==> src/rtl/bds_pkg.sv <==
// ----------------------------------------------------------------------------
// bds_pkg: shared types for the box difference pipeline
// Corner vectors, box and box-pair layouts, per-axis cut flags and slot masks.
// ----------------------------------------------------------------------------
package bds_pkg;

  // number of axes carried on the ports and coordinate width
  localparam int unsigned AXES  = 3;
  localparam int unsigned CW    = 32;
  // one low slab and one high slab per axis
  localparam int unsigned SLOTS = 2 * AXES;

  localparam int unsigned BOX_W  = 2 * AXES * CW;
  localparam int unsigned PAIR_W = 2 * BOX_W;

  typedef logic signed [CW-1:0] coord_t;

  // lo corner in the low bits, x lowest
  typedef struct packed {
    coord_t [AXES-1:0] hi;
    coord_t [AXES-1:0] lo;
  } box_t;

  // box a in the low bits, box b above it
  typedef struct packed {
    box_t b;
    box_t a;
  } pair_t;

  // per-axis slab cuts and whole-box relations
  typedef struct packed {
    logic [AXES-1:0] lo_cut;
    logic [AXES-1:0] hi_cut;
    logic            contained;
    logic            meet;
  } cls_t;

  typedef logic [SLOTS-1:0] mask_t;
  typedef box_t [SLOTS-1:0] slots_t;

endpackage

==> src/rtl/bds_classify.sv <==
// ----------------------------------------------------------------------------
// bds_classify: first pipeline stage
// Registers the box pair and the comparisons that decide containment,
// overlap and which slabs get cut on every axis.
// ----------------------------------------------------------------------------
module bds_classify #(
  parameter int unsigned DIMENSIONS = 3
) (
  input  logic           clk_i,
  input  logic           rst_ni,
  input  logic           in_valid_i,
  output logic           in_ready_o,
  input  bds_pkg::pair_t in_pair_i,
  output logic           out_valid_o,
  input  logic           out_ready_i,
  output bds_pkg::pair_t out_pair_o,
  output bds_pkg::cls_t  out_cls_o
);
  import bds_pkg::*;

  logic  valid_q, valid_d;
  pair_t pair_q;
  cls_t  cls_q, cls_d;
  logic  take;

  // stage handshake
  assign in_ready_o = !valid_q || out_ready_i;
  assign take       = in_valid_i && in_ready_o;

  always_comb begin
    valid_d = valid_q;
    if (take) begin
      valid_d = 1'b1;
    end else if (out_ready_i) begin
      valid_d = 1'b0;
    end
  end

  // per-axis comparisons, axes above DIMENSIONS take no part
  always_comb begin
    coord_t alo, ahi, blo, bhi;
    logic   lc;
    cls_d.contained = 1'b1;
    cls_d.meet      = 1'b1;
    cls_d.lo_cut    = '0;
    cls_d.hi_cut    = '0;
    for (int d = 0; d < int'(AXES); d++) begin
      alo = in_pair_i.a.lo[d];
      ahi = in_pair_i.a.hi[d];
      blo = in_pair_i.b.lo[d];
      bhi = in_pair_i.b.hi[d];
      lc  = ($signed(alo) < $signed(blo)) && ($signed(blo) <= $signed(ahi));
      if (d < int'(DIMENSIONS)) begin
        if (!(($signed(blo) <= $signed(alo)) && ($signed(ahi) <= $signed(bhi)))) begin
          cls_d.contained = 1'b0;
        end
        // larger low above smaller high means no overlap
        if (!(($signed(alo) <= $signed(ahi)) && ($signed(alo) <= $signed(bhi)) &&
              ($signed(blo) <= $signed(ahi)) && ($signed(blo) <= $signed(bhi)))) begin
          cls_d.meet = 1'b0;
        end
        cls_d.lo_cut[d] = lc;
        // high cut sees the low corner after the low cut
        cls_d.hi_cut[d] = (lc ? ($signed(blo) <= $signed(bhi))
                              : ($signed(alo) <= $signed(bhi))) &&
                          ($signed(bhi) < $signed(ahi));
      end
    end
  end

  // control register
  always_ff @(posedge clk_i or negedge rst_ni) begin
    if (!rst_ni) begin
      valid_q <= 1'b0;
    end else begin
      valid_q <= valid_d;
    end
  end

  // payload register
  always_ff @(posedge clk_i) begin
    if (take) begin
      pair_q <= in_pair_i;
      cls_q  <= cls_d;
    end
  end

  assign out_valid_o = valid_q;
  assign out_pair_o  = pair_q;
  assign out_cls_o   = cls_q;

endmodule

==> src/rtl/bds_cut.sv <==
// ----------------------------------------------------------------------------
// bds_cut: second pipeline stage
// Builds the six candidate slabs (z low, z high, y low, ... x high) and a
// mask of those that exist, or the whole box or an empty marker.
// ----------------------------------------------------------------------------
module bds_cut #(
  parameter int unsigned DIMENSIONS = 3
) (
  input  logic            clk_i,
  input  logic            rst_ni,
  input  logic            in_valid_i,
  output logic            in_ready_o,
  input  bds_pkg::pair_t  in_pair_i,
  input  bds_pkg::cls_t   in_cls_i,
  output logic            out_valid_o,
  input  logic            out_ready_i,
  output bds_pkg::slots_t out_slots_o,
  output bds_pkg::mask_t  out_mask_o,
  output logic            out_empty_o
);
  import bds_pkg::*;

  logic   valid_q, valid_d;
  slots_t slots_q, slots_d;
  mask_t  mask_q, mask_d;
  logic   empty_q, empty_d;
  logic   take;

  // stage handshake
  assign in_ready_o = !valid_q || out_ready_i;
  assign take       = in_valid_i && in_ready_o;

  always_comb begin
    valid_d = valid_q;
    if (take) begin
      valid_d = 1'b1;
    end else if (out_ready_i) begin
      valid_d = 1'b0;
    end
  end

  // slab construction, slot 2k handles the low face of axis AXES-1-k
  always_comb begin
    coord_t [AXES-1:0] nlo, nhi;
    int unsigned       ax;
    for (int d = 0; d < int'(AXES); d++) begin
      nlo[d] = in_cls_i.lo_cut[d] ? in_pair_i.b.lo[d] : in_pair_i.a.lo[d];
      nhi[d] = in_cls_i.hi_cut[d] ? in_pair_i.b.hi[d] : in_pair_i.a.hi[d];
    end
    slots_d = '0;
    mask_d  = '0;
    empty_d = 1'b0;
    for (int j = 0; j < int'(SLOTS); j++) begin
      ax = AXES - 1 - (unsigned'(j) >> 1);
      // axes already worked are narrowed to b, the rest keep a
      for (int d = 0; d < int'(AXES); d++) begin
        if (unsigned'(d) > ax) begin
          slots_d[j].lo[d] = nlo[d];
          slots_d[j].hi[d] = nhi[d];
        end else begin
          slots_d[j].lo[d] = in_pair_i.a.lo[d];
          slots_d[j].hi[d] = in_pair_i.a.hi[d];
        end
      end
      if ((j & 1) == 0) begin
        slots_d[j].hi[ax] = in_pair_i.b.lo[ax] - coord_t'(1);
        mask_d[j]         = in_cls_i.lo_cut[ax];
      end else begin
        slots_d[j].lo[ax] = in_pair_i.b.hi[ax] + coord_t'(1);
        slots_d[j].hi[ax] = in_pair_i.a.hi[ax];
        mask_d[j]         = in_cls_i.hi_cut[ax];
      end
    end
    // whole-box and empty cases override the slab list
    if (in_cls_i.contained) begin
      empty_d = 1'b1;
    end else if (!in_cls_i.meet) begin
      slots_d[0] = in_pair_i.a;
      mask_d     = mask_t'(1);
    end else if (mask_d == '0) begin
      empty_d = 1'b1;
    end
    if (empty_d) begin
      slots_d[0] = '0;
      mask_d     = mask_t'(1);
    end
    // unused axes read as zero
    for (int j = 0; j < int'(SLOTS); j++) begin
      for (int d = 0; d < int'(AXES); d++) begin
        if (d >= int'(DIMENSIONS)) begin
          slots_d[j].lo[d] = '0;
          slots_d[j].hi[d] = '0;
        end
      end
    end
  end

  // control register
  always_ff @(posedge clk_i or negedge rst_ni) begin
    if (!rst_ni) begin
      valid_q <= 1'b0;
    end else begin
      valid_q <= valid_d;
    end
  end

  // payload register
  always_ff @(posedge clk_i) begin
    if (take) begin
      slots_q <= slots_d;
      mask_q  <= mask_d;
      empty_q <= empty_d;
    end
  end

  assign out_valid_o = valid_q;
  assign out_slots_o = slots_q;
  assign out_mask_o  = mask_q;
  assign out_empty_o = empty_q;

endmodule

==> src/rtl/bds_emit.sv <==
// ----------------------------------------------------------------------------
// bds_emit: output stage
// Holds one item's slab list and sends its pieces in slot order through a
// registered output, one per cycle unless stalled; flags the final piece.
// ----------------------------------------------------------------------------
module bds_emit (
  input  logic            clk_i,
  input  logic            rst_ni,
  input  logic            in_valid_i,
  output logic            in_ready_o,
  input  bds_pkg::slots_t in_slots_i,
  input  bds_pkg::mask_t  in_mask_i,
  input  logic            in_empty_i,
  output logic            out_valid_o,
  input  logic            out_ready_i,
  output bds_pkg::box_t   out_box_o,
  output logic            out_empty_o,
  output logic            out_last_o
);
  import bds_pkg::*;

  slots_t slots_q;
  mask_t  mask_q, mask_d;
  logic   empty_q;
  logic   out_valid_q, out_valid_d;
  box_t   out_box_q;
  logic   out_empty_q;
  logic   out_last_q;

  mask_t  pick, rest;
  box_t   sel_box;
  logic   pop, load, take;

  // first pending slot, in slot order
  always_comb begin
    pick    = '0;
    sel_box = '0;
    for (int j = 0; j < int'(SLOTS); j++) begin
      if (mask_q[j] && (pick == '0)) begin
        pick[j] = 1'b1;
        sel_box = slots_q[j];
      end
    end
  end

  assign rest = mask_q & ~pick;
  assign pop  = (mask_q != '0) && (!out_valid_q || out_ready_i);
  // a new item may enter while the final piece of the current one leaves
  assign load = (mask_q == '0) || (pop && (rest == '0));
  assign take = in_valid_i && load;
  assign in_ready_o = load;

  always_comb begin
    mask_d = mask_q;
    if (take) begin
      mask_d = in_mask_i;
    end else if (pop) begin
      mask_d = rest;
    end
    out_valid_d = out_valid_q;
    if (pop) begin
      out_valid_d = 1'b1;
    end else if (out_ready_i) begin
      out_valid_d = 1'b0;
    end
  end

  // control registers
  always_ff @(posedge clk_i or negedge rst_ni) begin
    if (!rst_ni) begin
      mask_q      <= '0;
      out_valid_q <= 1'b0;
    end else begin
      mask_q      <= mask_d;
      out_valid_q <= out_valid_d;
    end
  end

  // payload registers
  always_ff @(posedge clk_i) begin
    if (take) begin
      slots_q <= in_slots_i;
      empty_q <= in_empty_i;
    end
    if (pop) begin
      out_box_q   <= sel_box;
      out_empty_q <= empty_q;
      out_last_q  <= (rest == '0);
    end
  end

  assign out_valid_o = out_valid_q;
  assign out_box_o   = out_box_q;
  assign out_empty_o = out_empty_q;
  assign out_last_o  = out_last_q;

endmodule

==> src/rtl/box_difference_slabs_top.sv <==
// ----------------------------------------------------------------------------
// box_difference_slabs_top: axis-aligned box difference A minus B
// Streams box pairs in and the disjoint pieces covering A minus B out.
// ----------------------------------------------------------------------------
// Usage:
//   s_axis carries one box pair per transaction; m_axis carries one piece
//   per transaction, tlast on the final piece of each pair, tuser set when
//   the difference is empty (then a single all-zero piece is sent).
//   Pieces come in order: z low slab, z high slab, y low, y high, x low,
//   x high; a pair that does not overlap gives box A whole.
// Timing:
//   a pair passes the classify, cut and emit hold registers and then the
//   output register. Each pair gives 1 to 6 pieces, which the single
//   output register drains at one piece per cycle while m_axis is not
//   stalled; single-piece pairs stream at one per cycle on the same terms.
// Reset and stall:
//   reset empties every stage; no output is valid afterwards. When m_axis
//   stalls the output register holds its piece and the stages behind it
//   fill up and then drop s_axis_tready; nothing is lost or repeated.
// DIMENSIONS selects the active axes from x upward; unused axes read zero.
// ----------------------------------------------------------------------------
module box_difference_slabs_top #(
  parameter int unsigned DIMENSIONS = 3
) (
  input  logic                        clk_i,
  input  logic                        rst_ni,
  // a_lo_x, a_lo_y, a_lo_z, a_hi_x, a_hi_y, a_hi_z,
  // b_lo_x, b_lo_y, b_lo_z, b_hi_x, b_hi_y, b_hi_z (32 bits each, from bit 0)
  input  logic [bds_pkg::PAIR_W-1:0]  s_axis_tdata,
  input  logic                        s_axis_tvalid,
  output logic                        s_axis_tready,
  // piece_lo_x, piece_lo_y, piece_lo_z, piece_hi_x, piece_hi_y, piece_hi_z
  // (32 bits each, from bit 0)
  output logic [bds_pkg::BOX_W-1:0]   m_axis_tdata,
  // no_piece
  output logic                        m_axis_tuser,
  output logic                        m_axis_tlast,
  output logic                        m_axis_tvalid,
  input  logic                        m_axis_tready
);
  import bds_pkg::*;

  pair_t  s1_pair;
  cls_t   s1_cls;
  logic   s1_valid, s1_ready;
  slots_t s2_slots;
  mask_t  s2_mask;
  logic   s2_empty, s2_valid, s2_ready;
  box_t   out_box;

  // stage 1: comparisons
  bds_classify #(
    .DIMENSIONS(DIMENSIONS)
  ) u_classify (
    .clk_i      (clk_i),
    .rst_ni     (rst_ni),
    .in_valid_i (s_axis_tvalid),
    .in_ready_o (s_axis_tready),
    .in_pair_i  (pair_t'(s_axis_tdata)),
    .out_valid_o(s1_valid),
    .out_ready_i(s1_ready),
    .out_pair_o (s1_pair),
    .out_cls_o  (s1_cls)
  );

  // stage 2: slab list
  bds_cut #(
    .DIMENSIONS(DIMENSIONS)
  ) u_cut (
    .clk_i      (clk_i),
    .rst_ni     (rst_ni),
    .in_valid_i (s1_valid),
    .in_ready_o (s1_ready),
    .in_pair_i  (s1_pair),
    .in_cls_i   (s1_cls),
    .out_valid_o(s2_valid),
    .out_ready_i(s2_ready),
    .out_slots_o(s2_slots),
    .out_mask_o (s2_mask),
    .out_empty_o(s2_empty)
  );

  // stage 3: piece serializer and output register
  bds_emit u_emit (
    .clk_i      (clk_i),
    .rst_ni     (rst_ni),
    .in_valid_i (s2_valid),
    .in_ready_o (s2_ready),
    .in_slots_i (s2_slots),
    .in_mask_i  (s2_mask),
    .in_empty_i (s2_empty),
    .out_valid_o(m_axis_tvalid),
    .out_ready_i(m_axis_tready),
    .out_box_o  (out_box),
    .out_empty_o(m_axis_tuser),
    .out_last_o (m_axis_tlast)
  );

  assign m_axis_tdata = out_box;

endmodule

==> config.mk <==
export PLATFORM = sky130hd
export DESIGN_NAME = box_difference_slabs_top
export DESIGN_NICKNAME = d
export VERILOG_FILES = /design/src/rtl/bds_pkg.sv /design/src/rtl/bds_classify.sv /design/src/rtl/bds_cut.sv /design/src/rtl/bds_emit.sv /design/src/rtl/box_difference_slabs_top.sv
export SDC_FILE = /design/constraint.sdc
export NUM_CORES = 2
export LEC_CHECK = 0
export ABC_AREA = 1
export BUFFER_PORTS_ARGS = -buffer_cell sky130_fd_sc_hd__buf_2
export CAP_MARGIN = 5
export CORE_UTILIZATION = 61
export CTS_CLUSTER_DIAMETER = 120
export DETAILED_ROUTE_END_ITERATION = 10
export PLACE_DENSITY = 0.79
export SYNTH_ARGS = -nofsm -noshare
export SYNTH_HDL_FRONTEND = slang
export SYNTH_SLANG_ARGS = --single-unit
==> constraint.sdc <==
create_clock -name clk_i -period 18.15 [get_ports clk_i]
set_input_delay 3.63 -clock clk_i [delete_from_list [all_inputs] [get_ports clk_i]]
set_output_delay 3.63 -clock clk_i [all_outputs]
set_load 0.1 [all_outputs]
==> summary.md <==
| Metric | Value |
|---|---|
| Synth warnings | 0 |
| Place WS | ~9.6 ns |
| Total Routing Usage GR | 31.11% |
| Critical path peak fanout | 3 |
| GRT Residual Overflow | 0 |
| Die area | approximately 140000 sq um |
| Setup_tns | 0 ns |
| EDFF count, synth | around 1900 |
| Final Hold Viols | 0 |
| FF+latch area | between 50000 and 60000 sq um |
| Rows | approximately 130 |
| Area of the multi-input gates | around 23000 sq um |
| Routed vias/inst | about 5.8 |
| Boundary pin count | 584 |
| Share of post-route cells with drive strength above 1 | roughly 14% |
| Finished Layout Cells | 9000 |
| Worst min path class | register to register |
| TritonCTS buffer count | between 150 and 200 |
| Vias | approximately 52000 |
| Dominant cell type by area after synthesis | edfxtp_1 |
| Share of flip-flops with an asynchronous set or reset | 0.4780% |
| Vias in the first global route | just over 50000 |
| Initial Util | around three fifths |
| Maximum vdd ir drop | between 0.2 and 0.3 mV |
| Nets | between 8000 and 9000 |
| Root Driver | clkbuf_16 |
| R2R setup slack | ~12 ns |
| Status | finished, violations left |
| PostCTS Resize Cnt | 0 |
| Mapped Nets | ~7400 |
| Post-synth top area share | between 60% and 70% |
| Fmax | about 120 MHz |
| First-pass GRT wire length | about 310000 um |
| Period utilisation layout | approximately 48% |
| PwrDens | 185.5 nW/um^2 |
| Top_reg_cell synth | edfxtp_1 |
| Final clock skew | about 0.023 ns |
| Initial DRC Count | around 5200 |
| Area growth syn-to-layout | 13.06% |
| Finished Core Util | a little over two thirds |
| Slew HR | 0.9690% |
| Largest net degree at the start of global routing | 191 |
| Req. time, crit path | 14.52 ns |
| Post-synthesis mux area share | ~1.1% |
| Complex-gate fraction of the synthesized area | 5.707% |
| Fraction of the mapped netlist area in simple logic gates | between 10% and 20% |
| Hpwl dp | approximately 150000 um |
| Core area | 134000 sq um |
| Commonest cells post-synth | edfxtp_1, nand2_1, inv_1, ha_1, nor2_1 |
| Final setup fails | 0 |
| CTS Buffer Depth | 3 |
| Final Wtd Congestion | a little under 1 |
| Critical Path AT | ~5 ns |
| Port buffer count | around 580 |
| Residual DRC | 0 |
| Placed Instances | approximately 8700 |
| Post-CTS Repair Setup Buffers | 0 |
| Unrepaired setup endpoints after global routing | false |
| Largest family of logic cells by synthesized area | simple AND/OR/NAND/NOR gates |
| Setup ws final | 9.521 ns |
| CTS Hold Bufs | 0 |
| Syn_area_per_cell | 12.94 sq um |
| FILL cells | ~9000 |
| Max Cap Violations | 1 |
| Total power | about 17000 uW |
| Max-slew violation count | 0 |
| Avg WL per Cell | ~24 um |
| Clock Pin Slew Worst Setup and Hold Paths | about 0.060 ns |
| H-Tree Depth | 4 |
| Share of the yosys chip area belonging to registers | between 60 and 70% |
| Initial DRT Pass Iterations | 8 |
| Detail Route Antenna Nets | 0 |
| Hold depth | 0 |
| Adder-cell share of the synthesized area | 8.801% |
| Failing checks | max-capacitance violations |
| Setup crit end kind | output pin |
| CTS Sinks | 1883 |
| Initial antenna violation count | 34 |
| Total Wirelength | approximately 210000 um |
| Chip height | between 300 and 400 um |
| Total leakage power | just under 0.04 uW |
| Register bit count reported by yosys | roughly 1900 |
| Reg2Reg Depth | 13 |
| Post-Synthesis Cells | between 6000 and 7000 |
| WS Path Type | input port to output pin |
| Synth cell types | 65 |
| Clock insertion delay at the later pin of the skew report | ~0.82 ns |
| Xor/xnor cell area share of the yosys netlist | approximately 1.5% |
| Synth area leaders | edfxtp_1, ha_1, nand2_1 |
| Syn Std Cell Area | 82740 sq um |
| Final Critical Period | around 8.6 ns |
| Cell with the most instances after synthesis | edfxtp_1 |
| CTS tree | yes |
| Worst-Margin Slew | 1.472 ns |
| CP startpoint kind | input port |
| Die width | 370.3 um |
[logic make-up (layout without fill, tap and decap cells)]
logic type | Yosys count | after routing
xor+xnor | 144 | 144
simple gates | 2015 | 2015
flops | 1883 | 1883
fa+ha+maj | 582 | 582
other cells | 0 | 18
compound gates | 814 | 814
mux | 64 | 64
buf+inv | 890 | 1712
[where the power goes]
group / total (uW) / switching (uW) / leakage (uW) / internal (uW)
combinational: 5260 / 4250 / 0.0176 / 1000
clock: 3670 / 1630 / 0.00278 / 2050
sequential: 8420 / 705 / 0.0180 / 7720
total: 17400 / 6590 / 0.0384 / 10800
[state kept, by name, summed over array words and instances (netlist names)]
signal,cells
u_cut.out_slots_o,640
u_classify.out_valid_o,1
u_cut.out_mask_o,6
u_emit.out_last_o,1
u_classify.out_pair_o,384
u_emit.mask_q,6
u_cut.out_empty_o,1
u_emit.out_empty_o,1
u_classify.out_cls_o,8
u_emit.empty_q,1
u_emit.out_box_o,192
u_cut.out_valid_o,1
u_emit.slots_q,640
u_emit.out_valid_o,1
[worst paths after layout]
path | from | end
setup / recovery | m_axis_tready | s_axis_tready
hold / removal | u_cut.out_slots_o[974] | u_emit.slots_q[974]
setup reg to reg | u_emit.mask_q[0] | u_classify.out_pair_o[129]
hold reg to reg | u_cut.out_slots_o[974] | u_emit.slots_q[974]
max in group asynchronous | rst_ni | u_emit.mask_q[0]
min in group asynchronous | rst_ni | u_emit.mask_q[3]
[per-layer routing]
layer	global-route usage, %	vias to the layer above	wire [um]
li1	-	23980	-
met1	40.05	25050	81420
met2	50.64	2475	102400
met3	6.963	508	20410
met4	14.04	34	9774
met5	0	-	182
[through the flow]
step / hold WS [ns] / instance area [sq um]
after detailed placement: 0.4045 / 87730
after CTS: 0.3997 / 93500
after floorplan: 0.4003 / 82740
final: 0.4057 / 93550
after global placement: 0.4001 / 87730
after global routing: 0.4046 / 93530
[cells in the final DEF, fill, tap and decap left out, types with 13 or more instances in the layout]
| master | netlist | routed |
|---|---|---|
| nand3_1 | 99 | 99 |
| a21oi_1 | 288 | 288 |
| clkinv_1 | 1 | 37 |
| o21a_1 | 27 | 27 |
| a22o_1 | 65 | 65 |
| clkbuf_1 | 110 | 35 |
| nor2_1 | 494 | 493 |
| o211ai_1 | 43 | 43 |
| buf_4 | 1 | 44 |
| edfxtp_1 | 1874 | 1874 |
| nor2_4 | 13 | 16 |
| clkbuf_16 | 0 | 182 |
| o21ai_0 | 282 | 282 |
| nor4_1 | 23 | 23 |
| nand2_2 | 13 | 13 |
| a22oi_1 | 28 | 28 |
| diode_2 | 0 | 18 |
| mux2_4 | 54 | 54 |
| nor3_1 | 45 | 45 |
| clkinv_2 | 0 | 26 |
| a31oi_1 | 44 | 44 |
| nand2_1 | 1155 | 1154 |
| nand4_1 | 109 | 109 |
| ha_1 | 582 | 582 |
| xor2_1 | 87 | 87 |
| inv_1 | 751 | 748 |
| buf_2 | 12 | 583 |
| bufinv_16 | 0 | 13 |
| xnor2_1 | 57 | 57 |
[layout make-up]
cell class	instances	area share, %
Clock buffer	219	5.038
Sequential cell	1883	60.40
Inverter	758	3.074
Timing Repair Buffer	628	3.494
Clock inverter	107	1.129
Tap cell	1768	2.365
Multi-Input combinational cell	3619	24.45
Antenna cell	18	0.04815
[worst max-delay path, cell delays in order]
cell,delay [ns]
buf_2,0.16
inv_1,0.07
nand2_1,0.14
nand2_1,0.07
nand2_1,0.08
nor2_1,0.06
nand2_1,0.28
buf_2,0.50
(Power assumes the default switching activity.)
